$ cat src/design/rdir_pkg.sv
// Shared widths, configuration types and pipeline records for the ray direction block.
package rdir_pkg;

  localparam int MAX_DIM_DEF  = 4096;
  localparam int DIR_FRAC_DEF = 14;

  localparam int COL_W   = 12;
  localparam int OFS_W   = 8;
  localparam int DIM_W   = 13;
  localparam int SCALE_W = 16;
  localparam int DIST_W  = 20;
  localparam int BASIS_W = 48;
  localparam int COMP_W  = 16;
  localparam int OUT_W   = 16;
  localparam int IDX_W   = 3;

  // Offsets from the image center in Q.8, view-plane point in Q.20.
  localparam int T_W     = 22;
  localparam int P_W     = 39;
  localparam int PD_W    = 32;
  // Direction components in Q.34 and their normalized magnitudes.
  localparam int C_W     = 56;
  localparam int MAG_W   = 30;
  localparam int SH_W    = 5;
  localparam int SUM_W   = 2 * MAG_W + 2;
  localparam int ROOT_W  = MAG_W + 1;
  localparam int Q_EXT_W = 33;

  typedef enum logic [IDX_W-1:0] {
    REG_BASIS_U    = 3'd0,
    REG_BASIS_V    = 3'd1,
    REG_BASIS_W    = 3'd2,
    REG_VIEW_DIST  = 3'd3,
    REG_SCALE_X    = 3'd4,
    REG_SCALE_Y    = 3'd5,
    REG_IMG_WIDTH  = 3'd6,
    REG_IMG_HEIGHT = 3'd7
  } cfg_reg_t;

  typedef struct packed {
    logic [BASIS_W-1:0] basis_u;
    logic [BASIS_W-1:0] basis_v;
    logic [BASIS_W-1:0] basis_w;
    logic [DIST_W-1:0]  view_dist;
    logic [SCALE_W-1:0] scale_x;
    logic [SCALE_W-1:0] scale_y;
    logic [DIM_W-1:0]   width;
    logic [DIM_W-1:0]   height;
  } cfg_t;

  typedef struct packed {
    logic                  valid;
    logic [2:0]            neg;
    logic [2:0][C_W-1:0]   mag;
  } vec_t;

  typedef struct packed {
    logic [2:0]            neg;
    logic                  zero;
    logic [2:0][MAG_W-1:0] mag;
  } side_t;

endpackage

$ cat src/design/rdir_div.sv
// Pipelined restoring divider, one quotient bit per stage.
module rdir_div #(
  parameter int DIR_FRAC_BITS = rdir_pkg::DIR_FRAC_DEF,
  parameter int NUM_W         = rdir_pkg::MAG_W + DIR_FRAC_BITS + 1
) (
  input  logic                         clk,
  input  logic                         en,
  input  logic [NUM_W-1:0]             num,
  input  logic [rdir_pkg::ROOT_W-1:0]  den,
  output logic [DIR_FRAC_BITS:0]       quo
);
  import rdir_pkg::*;

  localparam int NSTG = DIR_FRAC_BITS + 1;

  logic [NUM_W-1:0]         rem_r [NSTG];
  logic [ROOT_W-1:0]        den_r [NSTG];
  logic [DIR_FRAC_BITS:0]   q_r   [NSTG];

  for (genvar i = 0; i < NSTG; i++) begin : g_stage
    localparam int K = DIR_FRAC_BITS - i;
    logic [NUM_W-1:0]       rem_in;
    logic [ROOT_W-1:0]      den_in;
    logic [DIR_FRAC_BITS:0] q_in;
    logic [NUM_W-1:0]       shifted;
    logic                   take;

    if (i == 0) begin : g_first
      assign rem_in = num;
      assign den_in = den;
      assign q_in   = '0;
    end else begin : g_next
      assign rem_in = rem_r[i-1];
      assign den_in = den_r[i-1];
      assign q_in   = q_r[i-1];
    end

    assign shifted = NUM_W'(den_in) << K;
    assign take    = rem_in >= shifted;

    always_ff @(posedge clk) begin
      if (en) begin
        rem_r[i] <= take ? rem_in - shifted : rem_in;
        den_r[i] <= den_in;
        q_r[i]   <= take ? (q_in | ((DIR_FRAC_BITS+1)'(1) << K)) : q_in;
      end
    end
  end

  assign quo = q_r[NSTG-1];

endmodule

$ cat config.mk
export PLATFORM = sky130hd
export DESIGN_NAME = rdir_div
export DESIGN_NICKNAME = d
export VERILOG_FILES = /design/src/design/rdir_pkg.sv /design/src/design/rdir_div.sv
export SDC_FILE = /design/constraint.sdc
export NUM_CORES = 2
export LEC_CHECK = 0
export ABC_AREA = 1
export BUFFER_PORTS_ARGS = -buffer_cell sky130_fd_sc_hd__buf_2
export CORE_MARGIN = 2
export CORE_UTILIZATION = 45
export CTS_CLUSTER_DIAMETER = 150
export DETAILED_ROUTE_END_ITERATION = 8
export HOLD_SLACK_MARGIN = 0.1
export PLACE_DENSITY = 0.56
export SYNTH_ARGS = -nofsm -noshare
export SYNTH_HDL_FRONTEND = slang
export SYNTH_SLANG_ARGS = --single-unit
$ cat constraint.sdc
create_clock -name clk -period 5.4 [get_ports clk]
set_input_delay 0.27 -clock clk [delete_from_list [all_inputs] [get_ports clk]]
set_output_delay 0.27 -clock clk [all_outputs]
set_load 0.05 [all_outputs]
Word level (Yosys, flattened, before mapping)
Memory sizes are Yosys's and may differ from the RTL's.
Cells that the tools add are included.
{"block": "word_totals", "reg_bits": 0, "output_inout_bits": 15, "ramBits": 1365, "mem_count": 3, "wordCells": 65, "input_bits": 78}
{"block": "op_classes", "n_mux": 32, "magnitude_cmp": 15, "n_addsub": 15}
{"memory": "rem_r", "words": 15, "width": 45, "read_ports": 14, "rd_ports_with_merged_regs": 0, "wr": 15, "line_no": "rdir_div.sv:16", "rtl": "logic [NUM_W-1:0] rem_r [NSTG];"}
{"memory": "den_r", "words": 15, "width": 31, "read_ports": 14, "rd_ports_with_merged_regs": 0, "wr": 15, "line_no": "rdir_div.sv:17", "rtl": "logic [ROOT_W-1:0] den_r [NSTG];"}
{"memory": "q_r", "words": 15, "width": 15, "read_ports": 15, "rd_ports_with_merged_regs": 0, "wr": 15, "line_no": "rdir_div.sv:18", "rtl": "logic [DIR_FRAC_BITS:0] q_r [NSTG];"}
{"operator": "45-bit two-way mux", "n": 15}
{"operator": "45-bit by 31-bit >= comparator with 1-bit output", "n": 1}
{"operator": "45-bit by 32-bit >= comparator with 1-bit output", "n": 1}
{"operator": "45-bit by 33-bit >= comparator with 1-bit output", "n": 1}
{"operator": "45-bit by 34-bit >= comparator with 1-bit output", "n": 1}
{"operator": "45-bit by 35-bit >= comparator with 1-bit output", "n": 1}
{"operator": "45-bit by 36-bit >= comparator with 1-bit output", "n": 1}
{"operator": "45-bit by 37-bit >= comparator with 1-bit output", "n": 1}
{"operator": "45-bit by 38-bit >= comparator with 1-bit output", "n": 1}
{"operator": "45-bit by 39-bit >= comparator with 1-bit output", "n": 1}
{"operator": "45-bit by 40-bit >= comparator with 1-bit output", "n": 1}
{"operator": "45-bit by 41-bit >= comparator with 1-bit output", "n": 1}
{"operator": "45-bit by 42-bit >= comparator with 1-bit output", "n": 1}
{"operator": "45-bit by 43-bit >= comparator with 1-bit output", "n": 1}
{"operator": "45-bit by 44-bit >= comparator with 1-bit output", "n": 1}
{"operator": "45-bit >= comparator", "n": 1}
{"operator": "45-bit by 31-bit subtractor with 45-bit output", "n": 1}
{"operator": "45-bit by 32-bit subtractor with 45-bit output", "n": 1}
{"operator": "45-bit by 33-bit subtractor with 45-bit output", "n": 1}
{"operator": "45-bit by 34-bit subtractor with 45-bit output", "n": 1}
{"operator": "45-bit by 35-bit subtractor with 45-bit output", "n": 1}
{"operator": "45-bit by 36-bit subtractor with 45-bit output", "n": 1}
{"operator": "45-bit by 37-bit subtractor with 45-bit output", "n": 1}
{"operator": "45-bit by 38-bit subtractor with 45-bit output", "n": 1}
{"operator": "22 further kinds", "n": 24}

Longest topological paths before layout
An unclocked memory read counts as a cell.
{"block": "depth", "word_depth": 3, "ltp_mapped": 17, "mapped_depth_nobuf": 16}

Worst setup path before layout
No wires, ideal clock.
{"block": "synth_timing", "path_kind": "register to register", "from": "mem rem_r[0][189] (netlist bit)", "to": "mem rem_r[0][257] (netlist bit), data pin", "t_required_ns": 5.148, "slack_ns": 3.080, "stages_incl_launch_ff": 18, "setup_ns": 0.252, "synth_period_minus_slack_ns": 2.320, "t_arrival_ns": 2.067, "path_buffers": 1, "path_cell_list": "edfxtp_1 -> inv_1 -> ha_1 -> inv_1 -> fa_1 -> nand3_1 -> nand3_1 -> nand2_1 -> nand2_2 -> nand2_1 -> nand2_2 -> nand2_1 -> nand2_2 -> nand2_1 -> nand2_2 -> buf_6 -> nand2_1 -> nand2_1"}
{"element": "from (decl)", "line_no": "rdir_div.sv:16"}

==> run_results.csv <==
group,metric,value,unit
outcome,outcome,"complete, no violations",
routing,vias,74000,
worst_setup_path,cp.arrival,4240,ps
min_path,worstHoldPathType,"in -> reg",
placed_design,gp_congestion,1.01,
cells_and_area,syn_to_final_growth,10.3,%
timing,finalCritPeriodShare,69.4,%
worst_setup_path,endpoint_kind,"register",
worst_setup_path,cp-startpoint,"rem_r[1][5]",
routing,drc,0,
timing,slew_violations,0,
synthesis,ys_async_sr_fraction,0,%
die,dieArea,0.188,mm²
global_route,grt-ovfl-total,0,
clock_network,numCtsBuffers,142,
routing,first_pass_iters,8,
global_route,grt_usage,33.7,%
global_route,grt_pass1_vias,70600,
routing,highest-signal-layer,"met5",
routing,met3_length,19800,µm
cells_and_area,fillCellCount,18400,
die,die_h,434,µm
routing,wl_met1,130000,µm
synthesis,ys.flop_type,"edfxtp_1",
worst_setup_path,critPathMaxFanout,53,
routing,wl,320000,µm
synthesis,syn_inst,11400,
clock_network,clk_path_buf_depth,3,
clock_network,clk_latency,820,ps
worst_setup_path,critPathLaunchType,"register",
clock_network,htreeDepth,4,
worst_setup_path,critPathCapture,"rem_r[1][65]",
clock_network,cts-root-buf,"clkbuf_16",
worst_setup_path,rr_endpoint,"rem_r[1][65]",
clock_network,cts_resized,0,
routing,antenna_left,0,
timing,setup_viol,0,
routing,drt-initial-drc-count,7490,
clock_network,cts_tree,"yes",
worst_setup_path,slowest_delay,890,ps
worst_setup_path,crit_required,5900,ps
timing,hold_viol,0,
die,floorplan.rows,157,
synthesis,synth.area.top_cells,"edfxtp_1, nand2_1, inv_1",
cells_and_area,nNetsFinal,12300,
synthesis,synth_top_area_share,42.7,%
placed_design,dp_hpwl,263000,µm
timing,rsz0062_at_grt,"false",
worst_setup_path,cp_slowest_cell,"inv_2",
synthesis,synth-seq-cells,1184,
synthesis,synth_edf_count,1184,
worst_setup_path,path_common_cell,"nand2_1",
power_and_ir_drop,power_density,529,mW/mm²
timing,tightest_slew,1240,ps
worst_setup_path,r2r_slack,1650,ps
global_route,grt_pass1_wl,462000,µm
die,initial_core_util,45.4,%
timing,relSlewSlack,17.2,%
run,cap_violations,0,
cells_and_area,design_area,0.0918,mm²
routing,routedWlPerCell,22.4,µm
global_route,antenna_found_initial,8,
worst_setup_path,crit_type,"reg -> reg",
worst_setup_path,r2r_start,"rem_r[1][5]",
clock_network,clk_pin_slew,60,ps
synthesis,ys_seq_area_share,42.7,%
synthesis,synth_area,0.0832,mm²
timing,fmax,267,MHz
power_and_ir_drop,p_leak,0.0462,µW
synthesis,syn_nets,12000,
timing,fin_crit,3750,ps
die,io_pins,93,
die,dieWidth,434,µm
min_path,hold_start,"num[0]",
clock_network,clock_sinks,1184,
synthesis,syn_area_per_cell,7.27,µm²
synthesis,yosysWarnings,0,
die,core,0.183,mm²
timing,fin_setup_tns,0,ps
timing,fin_skew,42.6,ps
placed_design,port_buffers,92,
cells_and_area,drive_gt1_share,4.02,%
synthesis,synth_area_leader_cell,"edfxtp_1",
placed_design,dpl_cell_area,0.0862,mm²
synthesis,synthDistinctLibCells,46,
worst_setup_path,crit_chain,"inv_1 > ha_1 > inv_1 > fa_1 > nand2_1 > nand3_1 > nand3_1 > nand2_1 > nand2_1 > nand3_2 > nand2_1 > nand2_2 > inv_2 > o21ai_0",
global_route,grt_start_max_net_pins,152,
routing,route.met2.wl,149000,µm
routing,vias_per_cell,5.19,
power_and_ir_drop,ir_worst_vdd,0.000353,V
worst_setup_path,r2r_cells,14,
-- logic make-up (layout without fill, tap and decap cells) --
group	count (synthesis)	count (layout)	share of synthesized area [%]
xor gates and xnor gates	239	239	2.52
buffers and inverters	2372	2726	11.3
DFF	1184	1184	42.7
AOI/OAI and AO/OA	631	631	4.20
and+or+nand+nor	6543	6543	32.0
adders and majority gates	479	479	7.33
other	0	3	0
-- cell usage in the layout (no fill, tap or decap), types with 21 or more instances in the layout --
master / count
a21oi_1: 390
a21oi_2: 21
buf_2: 91
buf_4: 25
clkbuf_1: 23
clkbuf_16: 143
dlygate4sd3_1: 77
edfxtp_1: 1184
ha_1: 465
inv_1: 2257
nand2_1: 4529
nand3_1: 677
nand3b_1: 82
nand4_1: 142
nor2_1: 897
nor2_2: 34
nor3_1: 97
o21ai_0: 114
o21ai_1: 23
o21bai_1: 42
xnor2_1: 42
xor2_1: 197
-- registers in the layout (all words and copies together), names as in the netlist --
signal / cells
den_r: 434
q_r: 120
rem_r: 630
-- how the worst min path moves through the flow --
stage | to | cells past startpoint
global placement | q_r[12][11] | 0
detailed placement | q_r[11][11] | 0
CTS | rem_r[0][0] | 2
finish | rem_r[0][0] | 2
global route | rem_r[0][1] | 2
floorplan | den_r[0][0] | 0
-- per-stage QoR --
stage	hold WS, ps	power (µW)	worst slack, ps	util, %	cells
2_1_floorplan	369	29700	3080	-	11400
3_3_place_gp	401	38300	1690	47.0	13900
3_5_place_dp	405	38300	1700	47.0	13900
4_1_cts	143	48300	1690	50.0	14300
5_1_grt	203	51600	1390	50.0	14300
6_report	239	48500	1650	50.0	14300
-- power by group --
group	switching, µW	internal, µW	leakage, µW
logic	15900	7080	0.0324
registers	2530	13100	0.0115
clock network	4280	5550	0.00226
-- critical path, delay by kind of cell (launching register included) --
kind | cells | cell delay, ps
flops | 1 | 360
buf+inv | 3 | 1040
simple gates | 8 | 1160
compound gates | 1 | 220
fa+ha+maj | 2 | 600
-- metal layers --
layer / track usage [%] / vias to the layer above
li1: - / 36300
met4: 19.1 / 8
met2: 56.2 / 2677
met5: 0 / -
met1: 41.9 / 34400
met3: 4.62 / 618
-- what timing repair did --
action / 4_1_cts / 5_1_grt
endpoints found under the hold margin: 137 / 0
buffers inserted: 0 / 0
hold buffers: 77 / 0
-- cells in the mapped netlist (all sizes together), types with 8 or more instances --
library cell  number
nor4              13
buf               95
o21bai            42
nand4            142
ha               465
or2               11
inv             2273
o21a               8
nor3             102
nor2             934
fa                14
o21ai            152
nand3            686
nand3b            82
xor2             197
a21oi            415
edfxtp          1184
nand2           4552
and2              17
xnor2             42
-- area by class of cell --
| type | instances | area [µm²] | area share, % |
|---|---|---|---|
| Inverter | 2274 | 8540 | 9.31 |
| Clock inverter | 87 | 1090 | 1.19 |
| Timing Repair Buffer | 199 | 1530 | 1.67 |
| Antenna cell | 3 | 7.51 | 0.00818 |
| Tap cell | 2464 | 3080 | 3.36 |
| Sequential cell | 1184 | 35600 | 38.7 |
| Multi-Input combinational cell | 7892 | 38300 | 41.7 |
| Clock buffer | 166 | 3660 | 3.99 |
Note: power is estimated with default switching activity, not from simulation.
